<file path="config.mk">
export PLATFORM = sky130hd
export DESIGN_NAME = cau_div_cell
export DESIGN_NICKNAME = d
export VERILOG_FILES = /design/src/rtl/core/cau_pkg.sv /design/src/rtl/core/cau_div_cell.sv
export SDC_FILE = /design/constraint.sdc
export NUM_CORES = 1
export LEC_CHECK = 0
export BUFFER_PORTS_ARGS = -buffer_cell sky130_fd_sc_hd__buf_4
export CELL_PAD_IN_SITES_DETAIL_PLACEMENT = 1
export CELL_PAD_IN_SITES_GLOBAL_PLACEMENT = 2
export CORE_AREA = 2 2 261 263
export DETAILED_ROUTE_END_ITERATION = 12
export DIE_AREA = 0 0 263 265
export PLACE_DENSITY = 0.79
export SYNTH_ARGS = -nofsm -noshare
export SYNTH_HDL_FRONTEND = slang
export SYNTH_SLANG_ARGS = --single-unit
</file>
<file path="constraint.sdc">
create_clock -name i_clk -period 4.1 [get_ports i_clk]
set_input_delay 0.82 -clock i_clk [delete_from_list [all_inputs] [get_ports i_clk]]
set_output_delay 0.82 -clock i_clk [all_outputs]
set_load 0.005 [all_outputs]
</file>
<file path="src/rtl/core/cau_pkg.sv">
// Package for the complex arithmetic unit: action codes, payload structs and the
// sideband struct that rides along the divider chain. No dependencies.
`timescale 1ns / 1ps
`default_nettype none

package cau_pkg;

    localparam int DATA_WIDTH_DEF = 32;
    localparam int FRAC_BITS_DEF  = 16;

    localparam logic [2:0] ACT_CMP = 3'd0;
    localparam logic [2:0] ACT_ADD = 3'd1;
    localparam logic [2:0] ACT_SUB = 3'd2;
    localparam logic [2:0] ACT_MUL = 3'd3;
    localparam logic [2:0] ACT_DIV = 3'd4;

    typedef struct packed {
        logic [2:0]         action;
        logic signed [31:0] a_re;
        logic signed [31:0] a_im;
        logic signed [31:0] b_re;
        logic signed [31:0] b_im;
    } t_in_item;

    typedef struct packed {
        logic signed [31:0] res_re;
        logic signed [31:0] res_im;
        logic               equal;
        logic               div_zero;
        logic               overflow;
    } t_out_item;

    // Per-item control and finished result for non-divide actions
    typedef struct packed {
        logic               is_div;
        logic               dz;
        logic               neg_re;
        logic               neg_im;
        logic               big_re;
        logic               big_im;
        logic               eq;
        logic               ovf;
        logic signed [31:0] res_re;
        logic signed [31:0] res_im;
    } t_side;

endpackage

`default_nettype wire

</file>
<file path="src/rtl/core/cau_div_cell.sv">
// One restoring-division cell: settles one quotient bit for both the real and
// imaginary quotients and hands everything to the next cell. Uses cau_pkg.
`timescale 1ns / 1ps
`default_nettype none

module cau_div_cell
    import cau_pkg::*;
#(
    parameter int DW    = DATA_WIDTH_DEF,
    parameter int PW    = 2 * DW,
    parameter int RW    = PW + 2,
    parameter int SHIFT = 0
) (
    input  wire logic          i_clk,
    input  wire logic          i_rst_n,
    input  wire logic          i_en,
    input  wire logic          i_valid,
    input  wire t_side         i_side,
    input  wire logic [PW-1:0] i_den,
    input  wire logic [RW-1:0] i_rem_re,
    input  wire logic [RW-1:0] i_rem_im,
    input  wire logic [DW:0]   i_q_re,
    input  wire logic [DW:0]   i_q_im,
    output logic               o_valid,
    output t_side              o_side,
    output logic [PW-1:0]      o_den,
    output logic [RW-1:0]      o_rem_re,
    output logic [RW-1:0]      o_rem_im,
    output logic [DW:0]        o_q_re,
    output logic [DW:0]        o_q_im
);

    logic [RW-1:0] den_sh;
    logic          ge_re, ge_im;
    logic [RW-1:0] n_rem_re, n_rem_im;

    assign den_sh   = RW'(i_den) << SHIFT;
    assign ge_re    = i_rem_re >= den_sh;
    assign ge_im    = i_rem_im >= den_sh;
    assign n_rem_re = ge_re ? (i_rem_re - den_sh) : i_rem_re;
    assign n_rem_im = ge_im ? (i_rem_im - den_sh) : i_rem_im;

    always_ff @(posedge i_clk) begin
        if (!i_rst_n) begin
            o_valid <= 1'b0;
        end else if (i_en) begin
            o_valid <= i_valid;
        end
    end

    always_ff @(posedge i_clk) begin
        if (i_en) begin
            o_side   <= i_side;
            o_den    <= i_den;
            o_rem_re <= n_rem_re;
            o_rem_im <= n_rem_im;
            o_q_re   <= {i_q_re[DW-1:0], ge_re};
            o_q_im   <= {i_q_im[DW-1:0], ge_im};
        end
    end

endmodule

`default_nettype wire

</file>
# After elaboration in Yosys (flattened, before gate mapping)
# Cells that the tools add are included.
# W data, S select, Z words.
dict set report op_classes {
  addsub 2
  mul 0
  n_div 0
  order_cmp 2
  eq_ne 0
  shift 0
  n_mux 2
  bitwise_logic 0
  reduce_logical 0
}
# op n
set op_table {}
lappend op_table {{$ge A66 B64 Y1} 2}
lappend op_table {{$mux W66} 2}
lappend op_table {{$sub A66 B64 Y66} 2}
dict set report word_totals {
  reg_bits 335
  latchBits 0
  mem_bits_rw 0
  mem_bits_ro 0
  inputBits 338
  out_inout_bits 335
  word_cells 22
  memories 0
}

# Longest topological paths before layout
# Gate-level depths: netlist of the first run.
dict set report logic_depth {
  word_depth 2
  mapped_depth 16
  depth_no_buf 15
}

# Worst setup path before layout of the first run
# Ideal clock, no wire load.
dict set report synth_timing {
  path_kind {input port to flip-flop}
  from {input port i_rem_im[0]}
  to {register o_rem_im[19], data pin}
  setup_ns 0.262
  arrival_ns 3.575
  required_ns 3.838
  slack_ns 0.262
  stages 15
  path_buffers 1
  path_cell_list {inv_1 -> ha_1 -> inv_1 -> fa_1 -> a21oi_1 -> o211ai_1 -> a32oi_1 -> o21ai_1 -> o21ai_1 -> nor4_2 -> o21a_1 -> a221oi_4 -> o221ai_4 -> buf_2 -> mux2_1}
}
dict set report synth_between {
  elab_chain_cells 2
  elab_cells_between_ends 3
  cone_classes {add/sub: 1; order compare: 1; mux: 1}
}
# element line_no
set synth_rtl {}
lappend synth_rtl {{from (decl)} cau_div_cell.sv:21} ;# input wire logic [RW-1:0] i_rem_im,
lappend synth_rtl {{$sub A66 B64 Y66 / $ge A66 B64 Y1 (equally long branches)} {cau_div_cell.sv:41, cau_div_cell.sv:39}}
lappend synth_rtl {{$mux W66 *} cau_div_cell.sv:41} ;# assign n_rem_im = ge_im ? (i_rem_im - den_sh) : i_rem_im;
lappend synth_rtl {{via n_rem_im[19]} cau_div_cell.sv:35} ;# logic [RW-1:0] n_rem_re, n_rem_im;
lappend synth_rtl {{to (signal assigned)} cau_div_cell.sv:56} ;# o_rem_im <= n_rem_im;
lappend synth_rtl {{to (decl)} cau_div_cell.sv:28} ;# output logic [RW-1:0] o_rem_im,
# The timed path passes the listed nets; every way through them passes the cells marked *.
# A chain may end at the register's enable or synchronous reset.

# Worst setup path in the final report of the first run
dict set report layout_timing {
  from {input port i_rem_im[0]}
  to {register o_rem_im[62], data pin}
}
# The elaborated chain is that of the path after synthesis.

==> results.cfg, run 1 <==
[timing]
fin_crit_sh = 0.984
fin_skew_ns = 0
maxSlewViolCount = 0
max_slew_margin = 0.374
setup_viol = 0
timing_hold_violations_final = 0
final.setup.tns_ns = 0
hold_slack_ns = 0.432
tightest_slew_ns = 0.939
max_freq_ghz = 0.248
layout_min_cycle_time_ns = 4.04

[synthesis]
yosysUniqueCellTypes = 75
post-synth-top-count-cell = edfxtp_1
synthCells = 1803
synthFlopType = edfxtp_1
synth_commonest_cells = 334 x edfxtp_1, 263 x a21oi_1, 190 x nor2_1
syn_area_mm2 = 0.0193
synth_top_cells_by_area = edfxtp_1 52%, ha_1 8.3%, a21oi_1 6.8%, nor2_1 3.7%, xnor2_1 3.5%
synth-edff-count = 334
synth_area_leader_cell = edfxtp_1
ys_seq_area_frac = 0.520
synth.avg_cell_area_um2 = 10.7
ys_ff_latch = 335
synth_top_area_frac = 0.519
ys_async_sr_fraction = 0
syn_nets = 2271
ys_warn_count = 0

[floorplanning]
die-area_mm2 = 0.0697
core_mm2 = 0.0668
io_pins = 673
die_w_um = 263
initial_core_util = 0.289
rows = 95
die_y_um = 265

[power]
power_frac_seq = 0.384
switching_power_uw = 3360
leakage_uw = 0.0133
swShare = 0.293
p_clk_frac = 0.322
peakVddDrop_v = 0.000273
p_comb_frac = 0.295
internal_power_uw = 8120
power_density_mw_per_mm2 = 387

[layout]
instances_no_fill = 3742
nets = 3296
area_growth_pct = 53.7
drive_gt1_frac = 0.415
nFillCells = 7520

[worst_hold_path]
min_from = i_q_im[31]
holdPathStages = 1
hold_class = in -> reg
whs_endpoint = o_q_im[32]$_DFFE_PP_

[grt]
antenna_found_initial = 12
grt_use_total = 0.241
first_global_vias = 19200
grt-ovfl-total = 0
grt_max_degree = 95
grt_pass1_wl_um = 126000

[clock_tree]
clockBufferDepth = 3
clk_pin_slew_worst_paths_ns = 0.06
root_buffer = clkbuf_16
worstSkewPairLatency_ns = 0.55
cts_tree = yes
cts-htree-levels = 2
numCtsBuffers = 41
clkSinkCount = 335

[route]
vias = 18200
vias_per_cell = 4.87
postRouteWirelength_um = 88800
dr.pass1.iters = 5
drt.antenna.violating_nets = 0
routedWlPerCell_um = 23.7
drt-initial-drc-count = 1114
drc = 0

[placed_design]
io_buffers = 670
place.detailed.hpwl_um = 72500
dp.cells = 3648
place_congestion = 0.895

[setup_path]
end_kind = flip-flop
reg2reg_depth = 2
critPathLaunchType = primary input
worstPathRequired_ns = 4.40
r2r_setup_slack_ns = 3.51
cp_max_fo = 6
r2r_end = o_valid$_SDFFE_PN0P_
timing.rr.start = o_valid$_SDFFE_PN0P_
critPathKind = in -> reg
cp_data_arrival_time_ns = 4.34

[outcome]
status = complete, no violations

[job]
maxCapViolations = 0
power groups by stage:
stage / sequential [uW] / clock [uW] / combinational [uW]
4_1_cts: 4410 / 3790 / 3350
6_report: 4410 / 3690 / 3380
5_1_grt: 4440 / 3910 / 3660
2_1_floorplan: 4490 / 0 / 1280
3_5_place_dp: 4480 / 0 / 3320
3_3_place_gp: 4470 / 0 / 3280
cell usage in the layout (no fill, tap or decap), types with 10 or more instances in the layout:
cell	instances
clkbuf_16	44
nor3_1	20
o21bai_1	30
a21o_1	67
o21ai_0	84
ha_1	127
xnor2_1	78
buf_4	1036
nor2_1	176
edfxtp_1	334
inv_1	101
nor2_2	14
mux2_1	13
nand4_1	44
nand3_1	24
a31oi_1	13
nor2b_1	14
a21oi_1	261
buf_6	10
mux2_2	11
xor2_1	47
o21a_1	13
nand2_1	111
layer usage:
layer / GRT usage / wire (um) / vias to the layer above
li1: - / - / 8722
met1: 0.289 / 36200 / 8863
met2: 0.420 / 43700 / 535
met3: 0.0608 / 6080 / 114
met4: 0.0792 / 2720 / 8
met5: 0 / 55 / -
worst max-delay path, stage by stage:
cell and delay (ns):
buf_4 0.12, inv_2 0.06, ha_4 0.13, inv_2 0.03
fa_2 0.34, a21oi_2 0.16, o211ai_1 0.18, a32oi_2 0.39
o21ai_2 0.16, o21ai_1 0.15, buf_4 0.18, nor4_4 0.05
o21a_2 0.24, a221oi_4 0.38, o221ai_4 0.32, clkbuf_16 0.29
mux2_1 0.32
worst max path at each step:
stage / to / from / slack, ns / cells past startpoint
after CTS: o_rem_im[14]$_DFFE_PP_ / i_rem_im[0] / 0.02 / 19
after detailed placement: o_rem_im[14]$_DFFE_PP_ / i_rem_im[0] / -0.69 / 19
after global placement: o_rem_im[18]$_DFFE_PP_ / i_rem_im[0] / -0.63 / 19
after floorplan: o_rem_im[19]$_DFFE_PP_ / i_rem_im[0] / 0.26 / 15
final: o_rem_im[62]$_DFFE_PP_ / i_rem_im[0] / 0.06 / 17
after global routing: o_rem_im[62]$_DFFE_PP_ / i_rem_im[0] / -0.03 / 17
timing repair:
action | in CTS | in global routing
cloned | 0 | 5
setup endpoints to repair | 44 | 55
gates resized for setup | 2 | 42
buffers inserted | 0 | 5
hold buffers | 0 | 0
pin swaps | 2 | 8
logic make-up after synthesis:
| logic type | Yosys count | synth area share |
|---|---|---|
| xor gates and xnor gates | 125 | 0.0567 |
| adders and majority gates | 130 | 0.0850 |
| buffers and inverters | 181 | 0.0385 |
| DFF | 335 | 0.520 |
| and+or+nand+nor | 455 | 0.108 |
| muxes | 28 | 0.0163 |
| AOI/OAI and AO/OA | 549 | 0.176 |
flip-flops by register name, indices dropped and copies added (netlist names):
name and flops:
o_q_im 33, o_valid 1, o_q_re 33, o_rem_im 66, o_side 72, o_rem_re 66, o_den 64
final cells by class:
class / count / area [um2] / area share
diodes: 9 / 22.5 / 0.000758
flip-flops and latches: 335 / 10000 / 0.338
clock buffers: 47 / 1050 / 0.0353
inverters: 103 / 387 / 0.0130
repair buffers: 1060 / 8180 / 0.275
multi-input cells: 1287 / 8650 / 0.291
well taps: 873 / 1090 / 0.0368
clock inverters: 28 / 280 / 0.00944
metrics by stage:
stage               instance area, um2  power (uW)   util  worst slack (ns)
floorplan                        19300        5760      -             0.262
global placement                 28100        7740  0.420            -0.629
detailed placement               28100        7800  0.420            -0.690
CTS                              29400       11600  0.440            0.0152
global route                     29700       12000  0.445           -0.0268
finish                           29700       11500  0.445            0.0638
(Power assumes the default switching activity.)
==> inputs of run 2 (changes only) <==
Settings changed: ABC_AREA set to 1, CORE_AREA 2 2 261 263 to not set, CORE_UTILIZATION set to 29, DIE_AREA 0 0 263 265 to not set, PLACE_DENSITY 0.79 to 0.85.
==> run 2 against run 1 <==
Highest routed layer unchanged. Worst hold slack got worse by 0.020 ns. Sequential power barely moved. Register-to-register slack got worse by 0.05 ns. Sequential share of layout area fell by 1.9 points. Utilization fell by 5.5 points. Synthesized cell count rose by 86%. Combinational power rose by 1%. Critical path depth fell by 5. Die area rose by 20%. Worst setup slack improved by 0.87 ns.
==> results.cfg, run 2 <==
[placed_design]
place.detailed.hpwl_um = 101000
dp.cells = 5102
io_buffers = 670
place_congestion = 0.936

[layout]
drive_gt1_frac = 0.195
regMostFlops = o_side
instances_no_fill = 5179
largest_reg_flops = 72
top_regs = o_side (72), o_rem_im (66), o_rem_re (66)
final_common_cell = nand2_1
nets = 4552
nFillCells = 10200
layout_common_cells = 1,504 x nand2_1, 700 x buf_4, 619 x inv_1
area_growth_pct = 32.3

[route]
drt-initial-drc-count = 1155
vias_per_cell = 4.69
drc = 0
vias = 24300
drt.antenna.violating_nets = 0
dr.pass1.iters = 7
postRouteWirelength_um = 116000
routedWlPerCell_um = 22.4

[floorplanning]
die_y_um = 289
die_w_um = 289
io_pins = 673
die-area_mm2 = 0.0833
core_mm2 = 0.0809
rows = 104
initial_core_util = 0.294

[power]
totalPowerFinal_uw = 11200
peakVddDrop_v = 0.000278
internal_power_uw = 7500
leakage_uw = 0.0167
p_clk_frac = 0.305
switching_power_uw = 3730
swShare = 0.332
p_comb_frac = 0.304
power_density_mw_per_mm2 = 357
power_frac_seq = 0.390

[grt]
grt_max_degree = 102
first_global_vias = 25200
grt_use_total = 0.270
grt-ovfl-total = 0
grt_pass1_wl_um = 163000
antenna_found_initial = 8

[clock_tree]
post_cts_resize_count = 0
cts_tree = yes
cts-htree-levels = 2
clockBufferDepth = 3
worstSkewPairLatency_ns = 0.57
numCtsBuffers = 40
clkSinkCount = 335
clk_pin_slew_worst_paths_ns = 0.06
post_cts_buffers = 0
root_buffer = clkbuf_16
cts_hold_buf = 0

[timing]
fin_skew_ns = 0
maxSlewViolCount = 0
timing_hold_violations_final = 0
tightest_slew_ns = 1.02
rsz0062_at_grt = no
max_slew_margin = 0.317
layout_min_cycle_time_ns = 3.16
final.setup.tns_ns = 0
max_freq_ghz = 0.316
fin_crit_sh = 0.772
setup_viol = 0

[synthesis]
synthFlopType = edfxtp_1
syn_area_mm2 = 0.0238
ys_ff_latch = 335
post-synth-top-count-cell = nand2_1
synth_top_area_frac = 0.421
synth_commonest_cells = 1,505 x nand2_1, 619 x inv_1, 334 x edfxtp_1
ys_seq_area_frac = 0.422
synthCells = 3362
synth_area_leader_cell = edfxtp_1
syn_nets = 3830
synth-edff-count = 334
synth.avg_cell_area_um2 = 7.09
yosysUniqueCellTypes = 38
synth_top_cells_by_area = edfxtp_1 42%, nand2_1 24%, inv_1 9.8%, ha_1 6.7%, nor2_1 4.0%
ys_warn_count = 0
ys_async_sr_fraction = 0

[job]
maxCapViolations = 0

[worst_hold_path]
hold_class = in -> reg

[setup_path]
cp_max_fo = 36
critPathKind = in -> reg
critPathLaunchType = primary input
worstPathRequired_ns = 4.40
cp_data_arrival_time_ns = 3.47
end_kind = flip-flop

[outcome]
status = complete, no violations
run 2: cell types whose count changed after synthesis, moves of 41 or more:
cell	change
a21o_1	-65
a21oi_1	-148
clkbuf_1	-41
inv_1	+516
nand2_1	+1394
nand3_1	+111
nor2_1	+64
o21ai_0	-52
xnor2_1	-76
run 2: final timing paths:
path	endpoint	cells after the start	slack, ns	startpoint
max	o_rem_im[51]$_DFFE_PP_	12	0.94	i_den[49]
min	o_side[57]$_DFFE_PP_	1	0.41	i_side[57]
max reg2reg	o_valid$_SDFFE_PN0P_	2	3.46	o_valid$_SDFFE_PN0P_
min reg2reg	o_valid$_SDFFE_PN0P_	2	0.56	o_valid$_SDFFE_PN0P_
run 2: cell type report:
type | count | area (um2) | share of cell area
antenna | 5 | 12.5 | 0.000397
clock buffer | 50 | 1040 | 0.0330
clock inverter | 22 | 185 | 0.00588
inverter | 634 | 2380 | 0.0755
multi-input combinational | 2365 | 11100 | 0.353
sequential | 335 | 10000 | 0.319
tap | 1060 | 1330 | 0.0421
timing repair buffer | 708 | 5410 | 0.172
run 2: layer usage:
layer	part of all wire	global-route usage	vias up	wire length [um]
li1	-	-	11900	-
met1	0.41	0.312	11700	47000
met2	0.51	0.503	608	59500
met3	0.048	0.0438	134	5580
met4	0.032	0.0859	12	3700
met5	0.00071	0	-	82
run 2: metrics by stage:
| step | setup slack, ns | hold slack, ns | utilization | instance area, um2 |
|---|---|---|---|---|
| 2_1_floorplan | 1.40 | 0.525 | - | 23800 |
| 3_3_place_gp | 0.450 | 0.534 | 0.374 | 30300 |
| 3_5_place_dp | 0.402 | 0.540 | 0.374 | 30300 |
| 4_1_cts | 1.00 | 0.381 | 0.389 | 31500 |
| 5_1_grt | 0.862 | 0.396 | 0.389 | 31500 |
| 6_report | 0.935 | 0.413 | 0.389 | 31500 |
run 2: critical path: stages:
cell and delay, ns:
buf_4 0.11, inv_1 0.22, ha_1 0.37, a21oi_2 0.23
nand2_1 0.12, a21oi_1 0.19, nand2_1 0.10, a21oi_1 0.46
nand4_1 0.31, buf_12 0.25, nand2_1 0.13, nand2_1 0.11
run 2: power by group through the flow:
stage,registers [uW],clock network [uW],logic [uW]
6_report,4380,3430,3420
4_1_cts,4390,3530,3440
5_1_grt,4420,3630,3740
2_1_floorplan,4470,0,1540
3_5_place_dp,4450,0,3420
3_3_place_gp,4440,0,3390
run 2: kinds of logic after synthesis:
| group | Yosys count | synth area share |
|---|---|---|
| AO/OA/AOI/OAI | 177 | 0.0403 |
| AND/OR/NAND/NOR | 1981 | 0.328 |
| flip-flops | 335 | 0.422 |
| buffers and inverters | 662 | 0.112 |
| XOR/XNOR | 77 | 0.0283 |
| adder cells (fa/ha/maj) | 130 | 0.0689 |
==> inputs of run 3 (changes only) <==
Clock period 4.1 ns to 3.15 ns, I/O delays scaled along.
==> run 3 against run 2 <==
Register-to-register slack got worse by 1.0 ns. Worst setup slack worse by 0.51 ns. Global-route usage grew 0.85 points. Utilization increased by 3.2 points. Cell area is 8.3% higher. Non-clock buffer count rose by 327. Worst hold slack got worse by 0.18 ns. Highest routed layer unchanged. Combinational power rose by 45%. Critical path depth up 1. Clock skew unchanged. Largest power group unchanged. Routed wire length up 2.5%.
==> results.cfg, run 3 (synthesized netlist as in run 2, its figures left out) <==
[route]
drt.antenna.violating_nets = 0
met3WireLength_um = 5890
drt-initial-drc-count = 1102
highest_layer = met5
postRouteWirelength_um = 119000
vias = 25400
drc = 0
routedWlPerCell_um = 21.6
vias_per_cell = 4.62
dr.pass1.iters = 5
wl_met2_um = 62000
met1_length_um = 47400

[floorplanning]
initial_core_util = 0.294
die_w_um = 289
core_mm2 = 0.0809
io_pins = 673
die_y_um = 289
die-area_mm2 = 0.0833
rows = 104

[power]
totalPowerFinal_uw = 15200
power_density_mw_per_mm2 = 445
leakage_uw = 0.0184
peakVddDrop_v = 0.000342

[job]
maxCapViolations = 0

[layout]
multiInputGateArea_mm2 = 0.0111
nets = 4878
layout_common_cells = 1,504 x nand2_1, 1,015 x buf_4, 619 x inv_1
regMostFlops = o_side
top_regs = o_side (72), o_rem_im (66), o_rem_re (66)
final_common_cell = nand2_1
drive_gt1_frac = 0.256
nFillCells = 10200
sequential_cell_area_mm2 = 0.0100
area_growth_pct = 43.3
largest_reg_flops = 72

[timing]
max_slew_margin = 0.543
setup_viol = 0
maxSlewViolCount = 0
max_freq_ghz = 0.367
timing_hold_violations_final = 0
final.setup.tns_ns = 0
fin_skew_ns = 0
rsz0062_at_grt = no
setup_ws_ns = 0.429
tightest_slew_ns = 0.686
fin_crit_sh = 0.864
layout_min_cycle_time_ns = 2.72

[placed_design]
io_buffers = 670
place_congestion = 0.931
place.detailed.hpwl_um = 104000
pre_cts_ws_ns = -0.0867

[grt]
grt_pass1_wl_um = 169000
antenna_found_initial = 10
grt_max_degree = 62
grt-ovfl-total = 0
first_global_vias = 26800
grt_use_total = 0.278

[clock_tree]
numCtsBuffers = 39
cts_hold_buf = 0
worstSkewPairLatency_ns = 0.56
cts-htree-levels = 2
clk_pin_slew_worst_paths_ns = 0.06
cts_tree = yes
post_cts_buffers = 0
clockBufferDepth = 3
root_buffer = clkbuf_16
post_cts_resize_count = 0
clkSinkCount = 335

[worst_hold_path]
hold_class = in -> reg

[setup_path]
critPathLaunchType = primary input
cp_data_arrival_time_ns = 2.98
cp_max_fo = 4
worstPathRequired_ns = 3.41
critPathKind = in -> reg
end_kind = flip-flop

[outcome]
status = complete, no violations
==> run 3: where the power goes <==
group / total, uW / internal [uW] / switching, uW
logic: 4950 / 2110 / 2830
registers: 5710 / 5530 / 180
clock network: 4530 / 2590 / 1940
==> run 3: final cells by class <==
type                       count  area share
tap                         1060      0.0389
timing repair buffer        1035       0.235
sequential                   335       0.294
clock buffer                  49      0.0303
clock inverter                23     0.00620
inverter                     634      0.0697
antenna                        3    0.000220
multi-input combinational   2365       0.325
==> run 3: worst paths after layout <==
check	startpoint	to	cells after the start	slack [ns]
max	i_den[35]	o_rem_re[39]$_DFFE_PP_	13	0.43
max reg2reg	o_valid$_SDFFE_PN0P_	o_valid$_SDFFE_PN0P_	2	2.45
min reg2reg	o_valid$_SDFFE_PN0P_	o_valid$_SDFFE_PN0P_	2	0.59
min	i_q_im[28]	o_q_im[29]$_DFFE_PP_	1	0.24
==> run 3: per-stage QoR <==
stage / util / cells / hold WS (ns) / instance area (um2)
after global placement: 0.406 / 5429 / 0.533 / 32900
after floorplan: - / 3362 / 0.525 / 23800
after detailed placement: 0.406 / 5429 / 0.572 / 32900
final: 0.422 / 5504 / 0.238 / 34100
after CTS: 0.422 / 5501 / 0.208 / 34100
after global routing: 0.422 / 5502 / 0.215 / 34100
==> run 3: worst max-delay path: stages <==
cell	delay, ns
buf_4	0.10
inv_1	0.12
ha_1	0.42
nand2_1	0.18
nor2_1	0.20
inv_1	0.09
nor3_1	0.39
buf_4	0.19
nand3_1	0.10
nand3_1	0.22
xor2_1	0.09
nand2_1	0.08
nand2_1	0.15
==> run 3: routing by layer <==
metal | global-route usage | vias to the layer above
met5 | 0 | -
met4 | 0.0763 | 8
met3 | 0.0434 | 132
met2 | 0.533 | 570
met1 | 0.316 | 12200
li1 | - | 12500
